<file path="src/rtl/core/pss_pkg.sv">
package pss_pkg;

   // Register widths and reset values
   localparam int THRESHOLD_BITS = 12;
   localparam int SETTLE_BITS    = 16;
   localparam int TIME_BITS      = 32;
   localparam int RATE_BITS      = 16;
   localparam int CSR_DATA_BITS  = 32;
   localparam int CSR_ADDR_BITS  = 3;

   localparam logic [THRESHOLD_BITS-1:0] THRESHOLD_RESET = 12'd10;
   localparam logic [SETTLE_BITS-1:0]    SETTLE_RESET    = 16'd50;

   // Register index, taken from paddr[2]
   localparam logic CSR_IDX_THRESHOLD = 1'b0;
   localparam logic CSR_IDX_SETTLE    = 1'b1;

   // Q14 full scale
   localparam int Q14_ONE = 16384;

   // Per-stage pipeline control
   typedef struct packed {
      logic adv;   // pipeline moves this cycle
      logic load;  // a valid request moves out of this stage
   } stage_ctl_type;

endpackage

</file>
<file path="src/rtl/core/pss_req_if.sv">
interface pss_req_if #(parameter int SAMPLE_BITS = 12);
   logic                   valid;
   logic                   ready;
   logic [SAMPLE_BITS-1:0] sample;
   logic [31:0]            time_ms;

   modport source (output valid, sample, time_ms, input ready);
   modport sink   (input valid, sample, time_ms, output ready);
endinterface

</file>
<file path="src/rtl/core/pss_rsp_if.sv">
interface pss_rsp_if #(parameter int SAMPLE_BITS = 12);
   logic                   valid;
   logic                   ready;
   logic [SAMPLE_BITS-1:0] reported_value;
   logic                   changed;
   logic signed [15:0]     centered_rate;

   modport source (output valid, reported_value, changed, centered_rate, input ready);
   modport sink   (input valid, reported_value, changed, centered_rate, output ready);
endinterface

</file>
<file path="src/rtl/core/pss_cdiv.sv">
// Floor division by a constant through a reciprocal multiply.
// Exact for every numerator below 2^NUM_BITS.
module pss_cdiv #(
   parameter int NUM_BITS = 24,
   parameter int DIVISOR  = 10,
   parameter int QUO_BITS = 20
) (
   input  logic [NUM_BITS-1:0] num,
   output logic [QUO_BITS-1:0] quo
);

   localparam int          SHIFT    = NUM_BITS + $clog2(DIVISOR);
   localparam int          MUL_BITS = NUM_BITS + 2;
   localparam logic [63:0] MUL_FULL = ((64'd1 << SHIFT) + 64'(DIVISOR) - 64'd1)
                                      / 64'(DIVISOR);
   localparam logic [MUL_BITS-1:0] MUL = MUL_FULL[MUL_BITS-1:0];

   logic [NUM_BITS+MUL_BITS-1:0] prod;

   assign prod = {{MUL_BITS{1'b0}}, num} * {{NUM_BITS{1'b0}}, MUL};
   assign quo  = prod[SHIFT +: QUO_BITS];

endmodule

</file>
<file path="src/rtl/core/pss_track.sv">
// Moving average, change test with settle timer, and reported value.
module pss_track
   import pss_pkg::*;
#(
   parameter int SAMPLE_BITS   = 12,
   parameter int AVG_FRAC_BITS = 8
) (
   input  logic                      clock,
   input  logic                      reset,
   input  stage_ctl_type             ctl,
   input  logic [SAMPLE_BITS-1:0]    sample,
   input  logic [TIME_BITS-1:0]      time_ms,
   input  logic [THRESHOLD_BITS-1:0] threshold,
   input  logic [SETTLE_BITS-1:0]    settle,
   output logic [SAMPLE_BITS-1:0]    code_ff,
   output logic                      changed_ff
);

   localparam int AVG_BITS = SAMPLE_BITS + AVG_FRAC_BITS;
   localparam int SUM_BITS = AVG_BITS + 4;
   localparam int CMP_BITS = (SAMPLE_BITS > THRESHOLD_BITS ? SAMPLE_BITS : THRESHOLD_BITS)
                             + AVG_FRAC_BITS;
   localparam logic [SUM_BITS-1:0] AVG_ROUND = SUM_BITS'(5);
   localparam logic [AVG_BITS:0]   HALF_LSB  = (AVG_BITS+1)'(1) << (AVG_FRAC_BITS - 1);

   logic [AVG_BITS-1:0]    avg_ff, avg_in;
   logic [SAMPLE_BITS-1:0] reported_ff, reported_in;
   logic [TIME_BITS-1:0]   start_ff, start_in;
   logic [SAMPLE_BITS-1:0] code_in;
   logic                   changed_in;

   logic [SUM_BITS-1:0]    sum;
   logic [AVG_BITS-1:0]    rep_fx;
   logic [AVG_BITS-1:0]    avg_dist;
   logic [CMP_BITS-1:0]    dist_ext, thr_fx;
   logic [TIME_BITS-1:0]   elapsed;
   logic [AVG_BITS:0]      rnd;
   logic [SAMPLE_BITS:0]   rnd_code;
   logic [SAMPLE_BITS-1:0] new_code;
   logic                   far, persisted;

   // 9*avg + sample + rounding, then divide by ten
   assign sum = (SUM_BITS'(avg_ff) << 3) + SUM_BITS'(avg_ff)
                + (SUM_BITS'(sample) << AVG_FRAC_BITS) + AVG_ROUND;

   pss_cdiv #(
      .NUM_BITS (SUM_BITS),
      .DIVISOR  (10),
      .QUO_BITS (AVG_BITS)
   ) u_div10 (
      .num (sum),
      .quo (avg_in)
   );

   // Distance from the reported value, exact in fixed point
   assign rep_fx   = {reported_ff, {AVG_FRAC_BITS{1'b0}}};
   assign avg_dist = (avg_in >= rep_fx) ? (avg_in - rep_fx) : (rep_fx - avg_in);
   assign dist_ext = CMP_BITS'(avg_dist);
   assign thr_fx   = CMP_BITS'({threshold, {AVG_FRAC_BITS{1'b0}}});
   assign far      = (dist_ext >= thr_fx);

   // Settle timer, wraps modulo 2^32
   assign elapsed   = time_ms - start_ff;
   assign persisted = (elapsed > TIME_BITS'(settle));

   // Rounded average, saturated to the sample range
   assign rnd      = {1'b0, avg_in} + HALF_LSB;
   assign rnd_code = rnd[AVG_BITS:AVG_FRAC_BITS];
   assign new_code = rnd_code[SAMPLE_BITS] ? {SAMPLE_BITS{1'b1}}
                                           : rnd_code[SAMPLE_BITS-1:0];

   always_comb begin
      reported_in = reported_ff;
      start_in    = start_ff;
      changed_in  = 1'b0;
      if (far) begin
         if (persisted) begin
            reported_in = new_code;
            changed_in  = 1'b1;
         end
      end else begin
         start_in = time_ms;
      end
      code_in = reported_in;
   end

   // State
   always_ff @(posedge clock) begin
      if (reset) begin
         avg_ff      <= '0;
         reported_ff <= '0;
         start_ff    <= '0;
      end else if (ctl.load) begin
         avg_ff      <= avg_in;
         reported_ff <= reported_in;
         start_ff    <= start_in;
      end
   end

   // Stage register toward the rate mapping
   always_ff @(posedge clock) begin
      if (ctl.load) begin
         code_ff    <= code_in;
         changed_ff <= changed_in;
      end
   end

endmodule

</file>
<file path="src/rtl/core/pss_rate.sv">
// Maps the reported code to a Q14 centered rate with a dead zone; holds it
// between acceptances.
module pss_rate
   import pss_pkg::*;
#(
   parameter int SAMPLE_BITS = 12
) (
   input  logic                        clock,
   input  logic                        reset,
   input  stage_ctl_type               ctl,
   input  logic [SAMPLE_BITS-1:0]      code,
   input  logic                        changed,
   output logic signed [RATE_BITS-1:0] rate_ff
);

   localparam int CODE_SPAN = 2 ** SAMPLE_BITS;
   localparam int POS_LO    = (CODE_SPAN * 40 + 50) / 100;
   localparam int POS_HI    = (CODE_SPAN * 95 + 50) / 100;
   localparam int NEG_HI    = (CODE_SPAN * 30 + 50) / 100;
   localparam int NEG_LO    = (CODE_SPAN * 5 + 50) / 100;
   localparam int POS_SPAN  = POS_HI - POS_LO;
   localparam int NEG_SPAN  = NEG_HI - NEG_LO;
   localparam int NUM_BITS  = SAMPLE_BITS + 15;
   localparam int MAG_BITS  = 15;

   localparam logic [SAMPLE_BITS-1:0] POS_LO_C = SAMPLE_BITS'(POS_LO);
   localparam logic [SAMPLE_BITS-1:0] POS_HI_C = SAMPLE_BITS'(POS_HI);
   localparam logic [SAMPLE_BITS-1:0] NEG_HI_C = SAMPLE_BITS'(NEG_HI);
   localparam logic [SAMPLE_BITS-1:0] NEG_LO_C = SAMPLE_BITS'(NEG_LO);
   localparam logic [MAG_BITS-1:0]    ONE_MAG  = MAG_BITS'(Q14_ONE);

   logic [SAMPLE_BITS-1:0]       pos_off, neg_off;
   logic [NUM_BITS-1:0]          pos_num, neg_num;
   logic [MAG_BITS-1:0]          pos_quo, neg_quo, pos_mag, neg_mag;
   logic signed [RATE_BITS-1:0]  rate_in;

   // Scaled offsets into each ramp, with half-divisor rounding
   assign pos_off = code - POS_LO_C;
   assign neg_off = NEG_HI_C - code;
   assign pos_num = (NUM_BITS'(pos_off) << 14) + NUM_BITS'(POS_SPAN / 2);
   assign neg_num = (NUM_BITS'(neg_off) << 14) + NUM_BITS'(NEG_SPAN / 2);

   pss_cdiv #(
      .NUM_BITS (NUM_BITS),
      .DIVISOR  (POS_SPAN),
      .QUO_BITS (MAG_BITS)
   ) u_pos_div (
      .num (pos_num),
      .quo (pos_quo)
   );

   pss_cdiv #(
      .NUM_BITS (NUM_BITS),
      .DIVISOR  (NEG_SPAN),
      .QUO_BITS (MAG_BITS)
   ) u_neg_div (
      .num (neg_num),
      .quo (neg_quo)
   );

   // Clamp each ramp at its ends
   always_comb begin
      if (code >= POS_HI_C) begin
         pos_mag = ONE_MAG;
      end else if (code > POS_LO_C) begin
         pos_mag = pos_quo;
      end else begin
         pos_mag = '0;
      end
      if (code <= NEG_LO_C) begin
         neg_mag = ONE_MAG;
      end else if (code < NEG_HI_C) begin
         neg_mag = neg_quo;
      end else begin
         neg_mag = '0;
      end
      rate_in = $signed({1'b0, pos_mag}) - $signed({1'b0, neg_mag});
   end

   // Held rate, refreshed only when a new value is accepted
   always_ff @(posedge clock) begin
      if (reset) begin
         rate_ff <= '0;
      end else if (ctl.load && changed) begin
         rate_ff <= rate_in;
      end
   end

endmodule

</file>
<file path="src/rtl/core/pot_sample_smoother_with_settle.sv">
// Knob sample smoother with settle time and centered-rate output.
// An accepted request passes the input register, the average/settle stage and the rate-mapping
// stage with its output register before the response is valid.
// Reset (synchronous, active high): average, reported value, settle start and held rate
// clear to zero; change_threshold returns to 10 and settle_ms to 50; pipeline emptied.
module pot_sample_smoother_with_settle
   import pss_pkg::*;
#(
   parameter int SAMPLE_BITS   = 12,
   parameter int AVG_FRAC_BITS = 8
) (
   input  logic                     clock,
   input  logic                     reset,
   pss_req_if.sink                  req_chan,
   pss_rsp_if.source                rsp_chan,
   input  logic                     psel,
   input  logic                     penable,
   input  logic                     pwrite,
   input  logic [CSR_ADDR_BITS-1:0] paddr,
   input  logic [CSR_DATA_BITS-1:0] pwdata,
   output logic [CSR_DATA_BITS-1:0] prdata,
   output logic                     pready
);

   logic [THRESHOLD_BITS-1:0] threshold_ff;
   logic [SETTLE_BITS-1:0]    settle_ff;
   logic                      csr_write;

   logic                   in_vld_ff, mid_vld_ff, out_vld_ff;
   logic [SAMPLE_BITS-1:0] sample_ff;
   logic [TIME_BITS-1:0]   time_ff;
   logic [SAMPLE_BITS-1:0] mid_code, out_code_ff;
   logic                   mid_changed, out_changed_ff;
   logic                   adv;
   stage_ctl_type          track_ctl, rate_ctl;

   // Configuration registers
   assign pready    = 1'b1;
   assign csr_write = psel && penable && pwrite;

   always_ff @(posedge clock) begin
      if (reset) begin
         threshold_ff <= THRESHOLD_RESET;
         settle_ff    <= SETTLE_RESET;
      end else if (csr_write) begin
         unique case (paddr[2])
            CSR_IDX_THRESHOLD: threshold_ff <= pwdata[THRESHOLD_BITS-1:0];
            CSR_IDX_SETTLE:    settle_ff    <= pwdata[SETTLE_BITS-1:0];
            default:           threshold_ff <= threshold_ff;
         endcase
      end
   end

   always_comb begin
      unique case (paddr[2])
         CSR_IDX_THRESHOLD: prdata = CSR_DATA_BITS'(threshold_ff);
         CSR_IDX_SETTLE:    prdata = CSR_DATA_BITS'(settle_ff);
         default:           prdata = '0;
      endcase
   end

   // Pipeline advance: the whole pipe moves unless the response is stalled
   assign adv            = !out_vld_ff || rsp_chan.ready;
   assign req_chan.ready = adv;
   assign track_ctl      = '{adv: adv, load: adv && in_vld_ff};
   assign rate_ctl       = '{adv: adv, load: adv && mid_vld_ff};

   always_ff @(posedge clock) begin
      if (reset) begin
         in_vld_ff  <= 1'b0;
         mid_vld_ff <= 1'b0;
         out_vld_ff <= 1'b0;
      end else if (adv) begin
         in_vld_ff  <= req_chan.valid;
         mid_vld_ff <= in_vld_ff;
         out_vld_ff <= mid_vld_ff;
      end
   end

   // Input register
   always_ff @(posedge clock) begin
      if (adv && req_chan.valid) begin
         sample_ff <= req_chan.sample;
         time_ff   <= req_chan.time_ms;
      end
   end

   pss_track #(
      .SAMPLE_BITS   (SAMPLE_BITS),
      .AVG_FRAC_BITS (AVG_FRAC_BITS)
   ) u_track (
      .clock      (clock),
      .reset      (reset),
      .ctl        (track_ctl),
      .sample     (sample_ff),
      .time_ms    (time_ff),
      .threshold  (threshold_ff),
      .settle     (settle_ff),
      .code_ff    (mid_code),
      .changed_ff (mid_changed)
   );

   pss_rate #(
      .SAMPLE_BITS (SAMPLE_BITS)
   ) u_rate (
      .clock   (clock),
      .reset   (reset),
      .ctl     (rate_ctl),
      .code    (mid_code),
      .changed (mid_changed),
      .rate_ff (rsp_chan.centered_rate)
   );

   // Output register
   always_ff @(posedge clock) begin
      if (rate_ctl.load) begin
         out_code_ff    <= mid_code;
         out_changed_ff <= mid_changed;
      end
   end

   assign rsp_chan.valid          = out_vld_ff;
   assign rsp_chan.reported_value = out_code_ff;
   assign rsp_chan.changed        = out_changed_ff;

endmodule

</file>
<file path="src/flat_wrapper.sv">
// flat-port wrapper written by rule: the top's interface ports become plain ports
module pot_sample_smoother_with_settle_flat import pss_pkg::*;
#(
   parameter int SAMPLE_BITS   = 12,
   parameter int AVG_FRAC_BITS = 8
)
  (clock, reset, psel, penable, pwrite, paddr, pwdata, prdata, pready, req_chan_valid, req_chan_sample, req_chan_time_ms, req_chan_ready, rsp_chan_valid, rsp_chan_reported_value, rsp_chan_changed, rsp_chan_centered_rate, rsp_chan_ready);
  pss_req_if #(.SAMPLE_BITS(SAMPLE_BITS)) req_chan_i ();
  pss_rsp_if #(.SAMPLE_BITS(SAMPLE_BITS)) rsp_chan_i ();
  input  logic clock;
  input  logic reset;
  input  logic psel;
  input  logic penable;
  input  logic pwrite;
  input  logic [CSR_ADDR_BITS-1:0] paddr;
  input  logic [CSR_DATA_BITS-1:0] pwdata;
  output logic [CSR_DATA_BITS-1:0] prdata;
  output logic pready;
  input wire logic [$bits(req_chan_i.valid)-1:0] req_chan_valid;
  input wire logic [$bits(req_chan_i.sample)-1:0] req_chan_sample;
  input wire logic [$bits(req_chan_i.time_ms)-1:0] req_chan_time_ms;
  output wire logic [$bits(req_chan_i.ready)-1:0] req_chan_ready;
  output wire logic [$bits(rsp_chan_i.valid)-1:0] rsp_chan_valid;
  output wire logic [$bits(rsp_chan_i.reported_value)-1:0] rsp_chan_reported_value;
  output wire logic [$bits(rsp_chan_i.changed)-1:0] rsp_chan_changed;
  output wire logic [$bits(rsp_chan_i.centered_rate)-1:0] rsp_chan_centered_rate;
  input wire logic [$bits(rsp_chan_i.ready)-1:0] rsp_chan_ready;
  assign req_chan_i.valid = req_chan_valid;
  assign req_chan_i.sample = req_chan_sample;
  assign req_chan_i.time_ms = req_chan_time_ms;
  assign req_chan_ready = req_chan_i.ready;
  assign rsp_chan_valid = rsp_chan_i.valid;
  assign rsp_chan_reported_value = rsp_chan_i.reported_value;
  assign rsp_chan_changed = rsp_chan_i.changed;
  assign rsp_chan_centered_rate = rsp_chan_i.centered_rate;
  assign rsp_chan_i.ready = rsp_chan_ready;
  pot_sample_smoother_with_settle #(.SAMPLE_BITS(SAMPLE_BITS), .AVG_FRAC_BITS(AVG_FRAC_BITS)) u_core (.clock(clock), .reset(reset), .req_chan(req_chan_i), .rsp_chan(rsp_chan_i), .psel(psel), .penable(penable), .pwrite(pwrite), .paddr(paddr), .pwdata(pwdata), .prdata(prdata), .pready(pready));
endmodule
</file>
<file path="config.mk">
export PLATFORM = sky130hd
export DESIGN_NAME = pot_sample_smoother_with_settle_flat
export DESIGN_NICKNAME = d
export VERILOG_FILES = /design/src/rtl/core/pss_pkg.sv /design/src/rtl/core/pss_req_if.sv /design/src/rtl/core/pss_rsp_if.sv /design/src/rtl/core/pss_cdiv.sv /design/src/rtl/core/pss_track.sv /design/src/rtl/core/pss_rate.sv /design/src/rtl/core/pot_sample_smoother_with_settle.sv /design/src/flat_wrapper.sv
export SDC_FILE = /design/constraint.sdc
export NUM_CORES = 2
export LEC_CHECK = 0
export ABC_AREA = 1
export BUFFER_PORTS_ARGS = -buffer_cell sky130_fd_sc_hd__buf_2
export CAP_MARGIN = 0
export CORE_ASPECT_RATIO = 1.4
export CORE_MARGIN = 4
export CORE_UTILIZATION = 30
export CTS_CLUSTER_DIAMETER = 50
export DETAILED_ROUTE_END_ITERATION = 8
export GPL_ROUTABILITY_DRIVEN = 0
export PLACE_DENSITY_LB_ADDON = 0.25
export SETUP_SLACK_MARGIN = 0.1
export SLEW_MARGIN = 20
export SYNTH_ARGS = -nofsm -noshare
export SYNTH_HDL_FRONTEND = slang
export SYNTH_SLANG_ARGS = --single-unit
</file>
<file path="constraint.sdc">
create_clock -name clock -period 10.4 [get_ports clock]
set_input_delay 2.08 -clock clock [delete_from_list [all_inputs] [get_ports clock]]
set_output_delay 2.08 -clock clock [all_outputs]
set_load 0.01 [all_outputs]
</file>
# Yosys cells after proc, flatten, opt, wreduce, memory -nomap -nowiden
# Cells that the tools add are included.
totals:
  reg_bits: 181
  latch_bits: 0
  ram_bits: 0
  romBits: 0
  in_bits: 86
  elab_cells: 59
  memories: 0
op_classes:
  addsub: 12
  mul: 2
  div_mod_pow: 0
  order_cmp: 7
  eq_ne: 0
  shifts: 0
  n_mux: 10
  bitwise: 2
  n_reduce_logical: 11
ops:
  columns: ["cell", "n"]
  rows:
  - ["one-hot mux 32 bit (2 select lines)", 1]
  - ["2-to-1 mux 15 bit", 4]
  - ["multiplier 27 x 27 -> 53 bit (second input constant)", 1]
  - ["multiplier 24 x 24 -> 47 bit (second input constant)", 1]
  - ["greater-or-equal comparator 20 bit", 2]
  - ["subtractor 20 bit", 2]
  - ["2-to-1 mux 12 bit", 3]
  - ["greater-than comparator 32 x 16 -> 1 bit", 1]
  - ["subtractor 32 bit", 1]
  - ["adder 26 x 11 -> 27 bit (second input constant)", 1]
  - ["adder 25 x 10 -> 25 bit (second input constant)", 1]
  - ["adder 23 x 20 -> 24 bit", 1]
  - ["adder 24 x 20 -> 24 bit", 1]
  - ["adder 24 x 3 -> 24 bit (second input constant)", 1]
  - ["adder 20 x 8 -> 21 bit (second input constant)", 1]
  - ["2-to-1 mux 20 bit", 1]
  - ["subtractor 15 x 15 -> 16 bit", 1]
  - ["greater-or-equal comparator 12 bit (second input constant)", 1]
  - ["greater-than comparator 12 x 11 -> 1 bit (second input constant)", 1]
  - ["less-or-equal comparator 12 x 8 -> 1 bit (second input constant)", 1]
  - ["less-than comparator 12 x 11 -> 1 bit (second input constant)", 1]
  - ["subtractor 12 x 11 -> 12 bit (second input constant)", 1]
  - ["subtractor 11 bit (first input constant)", 1]
  - ["logical AND 1 bit", 6]
  - ["other kinds (5)", 8]

# Longest topological paths before layout
depth:
  depth_word: 9
  depth_mapped: 70
  mapped_depth_nobuf: 69

# Hierarchy
# Synthesis repeated with hierarchy kept, for this count alone.
hier_totals:
  cells_unflattened: 5325
  area_unflattened_um2: 40229.8
modules_own_cells:
  columns: ["module", "instances", "cells_each", "area_each_um2", "seq_area_each_um2"]
  rows:
  - ["pss_cdiv at u_core.u_rate.u_pos_div", 1, 1774, 14008.4, 0.0]
  - ["pss_cdiv at u_core.u_track.u_div10", 1, 1389, 11383.4, 0.0]
  - ["pss_track", 1, 1418, 8983.6, 1671.6]
  - ["pot_sample_smoother_with_settle", 1, 308, 3291.9, 2332.2]
  - ["pss_rate", 1, 421, 2449.8, 320.3]
  - ["pss_cdiv at u_core.u_rate.u_neg_div", 1, 15, 112.6, 0.0]

# Least setup slack after synthesis
# No wires, ideal clock.
synth_path:
  path_type: "reg2reg"
  from: "register u_core.u_track.avg_ff[12]"
  to: "register u_core.u_track.code_ff[8], data pin"
  t_arrival_ns: 10.517
  required_time_ns: 10.148
  path_slack_ns: -0.370
  path_stages_with_launch: 57
  n_path_buf: 4
  period_less_slack_ns: 10.770
  cell_sequence: "dfxtp_1 > fa_1 > ha_1 > clkbuf_1 > nand2_1 > nor4_1 > a21oi_1 > nor3_1 > nor2_1 > o21ai_0 > xor2_1 > ha_1 > fa_1 > fa_1 > fa_1 > fa_1 > fa_1 > inv_1 > [21 not listed] > nand2_2 > buf_6 > nand2_1 > o21ai_2 > xor2_1 > ha_1 > nand2_1 > inv_1 > o21ai_0 > a2111oi_0 > a211oi_1 > nand2_2 > nand2_4 > inv_2 > buf_6 > nand2_1 > nand2_1 > inv_1"
synth_between:
  elab_chain_cells: 8
synth_lines:
  columns: ["element", "line_no", "source"]
  rows:
  - ["start: declaration", "pss_track.sv:26", "logic [AVG_BITS-1:0] avg_ff, avg_in;"]
  - ["start signal: assignment", "pss_track.sv:94", "avg_ff <= avg_in;"]
  - ["adder 23 x 20 -> 24 bit (*)", "pss_track.sv:43", "assign sum = (SUM_BITS'(avg_ff) << 3) + SUM_BITS'(avg_ff)"]
  - ["adder 24 x 20 -> 24 bit (*)", "pss_track.sv:44", "+ (SUM_BITS'(sample) << AVG_FRAC_BITS) + AVG_ROUND;"]
  - ["adder 24 x 3 -> 24 bit (*)", "pss_track.sv:44", null]
  - ["multiplier 24 x 24 -> 47 bit (*)", "pss_cdiv.sv:20", "assign prod = {{MUL_BITS{1'b0}}, num} * {{NUM_BITS{1'b0}}, MUL};"]
  - ["subtractor 20 bit, or another cell as far along", "pss_track.sv:57", "assign avg_dist = (avg_in >= rep_fx) ? (avg_in - rep_fx) : (rep_fx - avg_in);"]
  - ["2-to-1 mux 20 bit / 2-to-1 mux 12 bit (equally long branches)", "pss_track.sv:57, pss_track.sv:69", null]
  - ["greater-or-equal comparator 20 bit / 2-to-1 mux 12 bit (equally long branches)", "pss_track.sv:60, pss_track.sv:77", null]
  - ["2-to-1 mux 12 bit (*)", "pss_track.sv:76", "if (far) begin"]
  - ["net u_core.u_track.code_in[8]", "pss_track.sv:29", "logic [SAMPLE_BITS-1:0] code_in;"]
  - ["end signal: assignment", "pss_track.sv:103", "code_ff <= code_in;"]
  - ["end: declaration", "pss_track.sv:15", "output logic [SAMPLE_BITS-1:0] code_ff,"]
# Mark *: on every way through the listed nets, which the timed path passes. The rest lies on a longest branch.
# A chain may end at the register's enable or synchronous reset.

# Worst setup path after layout
layout_path:
  from: "register u_core.sample_ff[0]"
  to: "register u_core.u_track.start_ff[18]"
layout_between:
  elab_chain_cells: 8
layout_lines:
  columns: ["element", "line_no", "source"]
  rows:
  - ["start: declaration", "pot_sample_smoother_with_settle.sv:30", "logic [SAMPLE_BITS-1:0] sample_ff;"]
  - ["start signal: assignment", "pot_sample_smoother_with_settle.sv:83", "sample_ff <= req_chan.sample;"]
  - ["adder 24 x 20 -> 24 bit (*)", "pss_track.sv:44", null]
  - ["adder 24 x 3 -> 24 bit (*)", "pss_track.sv:44", null]
  - ["multiplier 24 x 24 -> 47 bit (*)", "pss_cdiv.sv:20", null]
  - ["subtractor 20 bit / greater-or-equal comparator 20 bit (equally long branches)", "pss_track.sv:57", null]
  - ["2-to-1 mux 20 bit (*)", "pss_track.sv:57", null]
  - ["greater-or-equal comparator 20 bit (*)", "pss_track.sv:60", "assign far = (dist_ext >= thr_fx);"]
  - ["inverter 1 bit (no source line) (*)", null, null]
  - ["AND reduction 2 bit (no source line) (*)", null, null]
  - ["end signal: assignment", "pss_track.sv:96", "start_ff <= start_in;"]
  - ["end: declaration", "pss_track.sv:28", "logic [TIME_BITS-1:0] start_ff, start_in;"]
# Every way passes the cells marked *; elsewhere a longest branch is shown, timed or not.

==> summary.txt <==
Synth
  • Seq/Total Area, Yosys: 13.8%
  • Syn avg cell area: 7.72 µm²
  • Mapped cell area: 31300 µm²
  • Library cells used by synthesis: 54
  • Yosys reg bits: 181
  • Ys async rst share: 0%
  • Most common flop cell mapped by yosys: dfxtp_1
  • Post-synth EDFFs: 70
  • Synth Warn #: 0
  • Syn Inst Count: between 4000 and 5000

Layout
  • Final Util: a little under two fifths
  • Commonest non-fill, non-tap cell in the layout: inv_1
  • Area delta synth->final: 27.0%
  • Ant. Diodes: 0
  • Commonest non-fill, non-tap cells in the layout: inv_1, nand2_1, ha_1, buf_4, fa_1
  • Register Area: 4340 µm²
  • Layout cells sized above 1: 22.2%
  • Final instance area: just under 40000 µm²
  • Final net count: 5603
  • Area of the multi-input gates: 25000 µm²
  • Filler cells: ~11000

Drt
  • DRT antenna net count: 0
  • Initial DRC Count: 1192
  • WL final: 99900 µm
  • Drt wl/cell: 16.7 µm
  • Via count: 27500
  • Residual DRC: 0
  • Via density: roughly 4.6
  • TritonRoute pass-1 iters: 5

Min path
  • Critical hold path startpoint: u_core.u_track.start_ff[21]
  • Hold WC Path Type: reg -> reg
  • WHS Path Cells: 2
  • Worst hold path endpoint: u_core.u_track.start_ff[21]

Worst setup path
  • Number of cells on the critical path: 59
  • Critical path startpoint category: register
  • Critical Path RT: 10.82 ns
  • Top delay family on crit path: adder cells
  • Critical path class: reg -> reg
  • Crit-path most repeated cell: fa_1
  • WP buf/inv: 15
  • Critical path data arrival time: between 10 and 15 ns
  • Worst r2r src: u_core.sample_ff[0]
  • CP max stage delay: 0.56 ns
  • Worst-path fanout max: 8
  • Worst reg2reg path endpoint: u_core.u_track.start_ff[18]
  • Slowest stage cell, crit path: fa_2
  • Crit end category: register
  • Flop-to-flop setup slack: -0.22 ns
  • Worst Setup SP: u_core.sample_ff[0]
  • Worst-case reg-to-reg path depth: 59

Floorplan
  • Die height: 390 µm
  • Site row count: 140
  • Initial Utilization: 30.2%
  • Die area: 110000 µm²
  • Die X: 281 µm
  • Core area: 104000 µm²
  • I/O pin count: 150

Clocking
  • Clk sinks: 181
  • Cts bufs inserted: 17
  • # hold bufs at CTS: 0
  • CTS HTree Levels: 4
  • CTS tree: done
  • Clock buffer depth: 2
  • Clock Latency Late Sink: approximately 0.5 ns
  • Reg clk slew, reported paths: 0.08 ns
  • CTS Root Cell: clkbuf_16

GRT
  • GRT overflow: 0
  • Largest net degree at the start of global routing: 72
  • Tot GR Track Use: 18.4%
  • Antenna violations before repair: 1
  • Vias in the first global route: between 20000 and 30000
  • First-pass GRT wire length: about 160000 µm

Timing
  • Pins Over Slew Limit: 0
  • Minimum clock period after layout: 10.62 ns
  • Unrepaired setup endpoints after global routing: true
  • Worst slew margin: 42.3%
  • FMAX: 94.2 MHz
  • Clock Skews: 0.0169 ns
  • Final Setup Violations: 57
  • Period utilisation layout: 102%
  • Worst slew pin tran: just under 0.9 ns
  • Setup WS post-layout: -0.220 ns
  • Hold Vio Cnt, Final: 0

Outcome
  • Failing checks: negative setup slack
  • Outcome: finished with violations

Place
  • Post-DP HPWL: 84800 µm
  • Port bufs: 114
  • Post-DP Area: 36800 µm²

Job
  • Maxcap violations: 0
routing by layer:
layer / vias up / routed length (µm) / track usage [%]
li1: 13800 / - / -
met1: 13100 / 38800 / 20.3
met2: 425 / 54300 / 35.7
met3: 171 / 2080 / 1.47
met4: 0 / 4740 / 7.55
met5: - / 0 / 0
layout make-up:
type / instances / share of cell area [%]
clock buffer: 17 / 1.07
clock inverter: 15 / 0.358
inverter: 988 / 9.38
multi-input combinational: 2844 / 62.9
sequential: 181 / 10.9
tap: 1349 / 4.24
timing repair buffer: 581 / 11.1
timing repair inverter: 2 / 0.0566
registers in the layout, summed over array words and instances (netlist names):
register / flops
u_core.u_track.changed_ff: 1
u_core.in_vld_ff: 1
u_core.u_track.code_ff: 12
u_core.time_ff: 32
u_core.u_track.avg_ff: 20
u_core.threshold_ff: 12
u_core.u_rate.rate_ff: 16
u_core.rsp_chan.changed: 1
u_core.sample_ff: 12
u_core.settle_ff: 16
u_core.u_track.start_ff: 32
u_core.rsp_chan.valid: 1
u_core.mid_vld_ff: 1
u_core.u_track.reported_ff: 12
u_core.rsp_chan.reported_value: 12
cells in the mapped netlist, drive strengths merged (6+ instances only):
library cell | n | area [µm²]
inv | 987 | 3700
nand2 | 847 | 3250
ha | 564 | 7060
fa | 338 | 6770
a21oi | 270 | 1370
nor2 | 228 | 926
o21ai | 193 | 970
nand3 | 117 | 606
dfxtp | 111 | 2220
edfxtp | 70 | 2100
xor2 | 69 | 604
nand4 | 44 | 282
nor3 | 31 | 190
buf | 30 | 208
clkbuf | 28 | 105
o211ai | 26 | 200
xnor2 | 20 | 175
o21bai | 15 | 113
nor4 | 11 | 68.8
nand3b | 8 | 60.1
a21o | 7 | 52.6
o21a | 6 | 45.0
worst max-delay path by stage:
stage	slack [ns]	end
finish	-0.22	u_core.u_track.start_ff[18]
global route	-0.73	u_core.u_track.start_ff[1]
CTS	-0.22	u_core.u_track.start_ff[4]
detailed placement	-1.10	u_core.u_track.code_ff[10]
global placement	-0.98	u_core.u_track.code_ff[10]
floorplan	0.12	u_core.u_track.code_ff[8]
through the flow:
stage | instances | setup WS (ns) | setup TNS (ns) | hold slack, ns
final | 5977 | -0.220 | -10.35 | 0.461
after global routing | 5977 | -0.729 | -39.01 | 0.482
after CTS | 5961 | -0.223 | -8.41 | 0.456
after detailed placement | 5891 | -1.10 | -55.82 | 0.446
after global placement | 5891 | -0.985 | -50.09 | 0.442
after floorplan | 4071 | 0.117 | 0 | 0.424
worst register-to-register path: cells and delay by family (launching register included):
kind	cells	cell delay, ns
adders and majority gates	12	4.97
DFF	1	0.34
and+or+nand+nor	21	2.18
buffers and inverters	15	1.52
xor gates and xnor gates	1	0.22
AOI/OAI and AO/OA	10	1.33
repair_timing:
action                     in CTS  in global routing
resized for setup             292                156
setup endpoints to repair      57                 57
cloned                          6                  3
pin swaps                     139                 64
buffers inserted               32                 13
logic make-up after synthesis:
kind of cell / synth area share [%]
AOI/OAI and AO/OA: 9.24
xor gates and xnor gates: 2.49
adders and majority gates: 44.1
buffers and inverters: 12.8
DFF: 13.8
muxes: 0.0639
other: 0.0240
and+or+nand+nor: 17.4
Power is left out: the tool's default activity adds up to more than one toggle a clock period on the data nets, which glitch-free logic cannot reach.
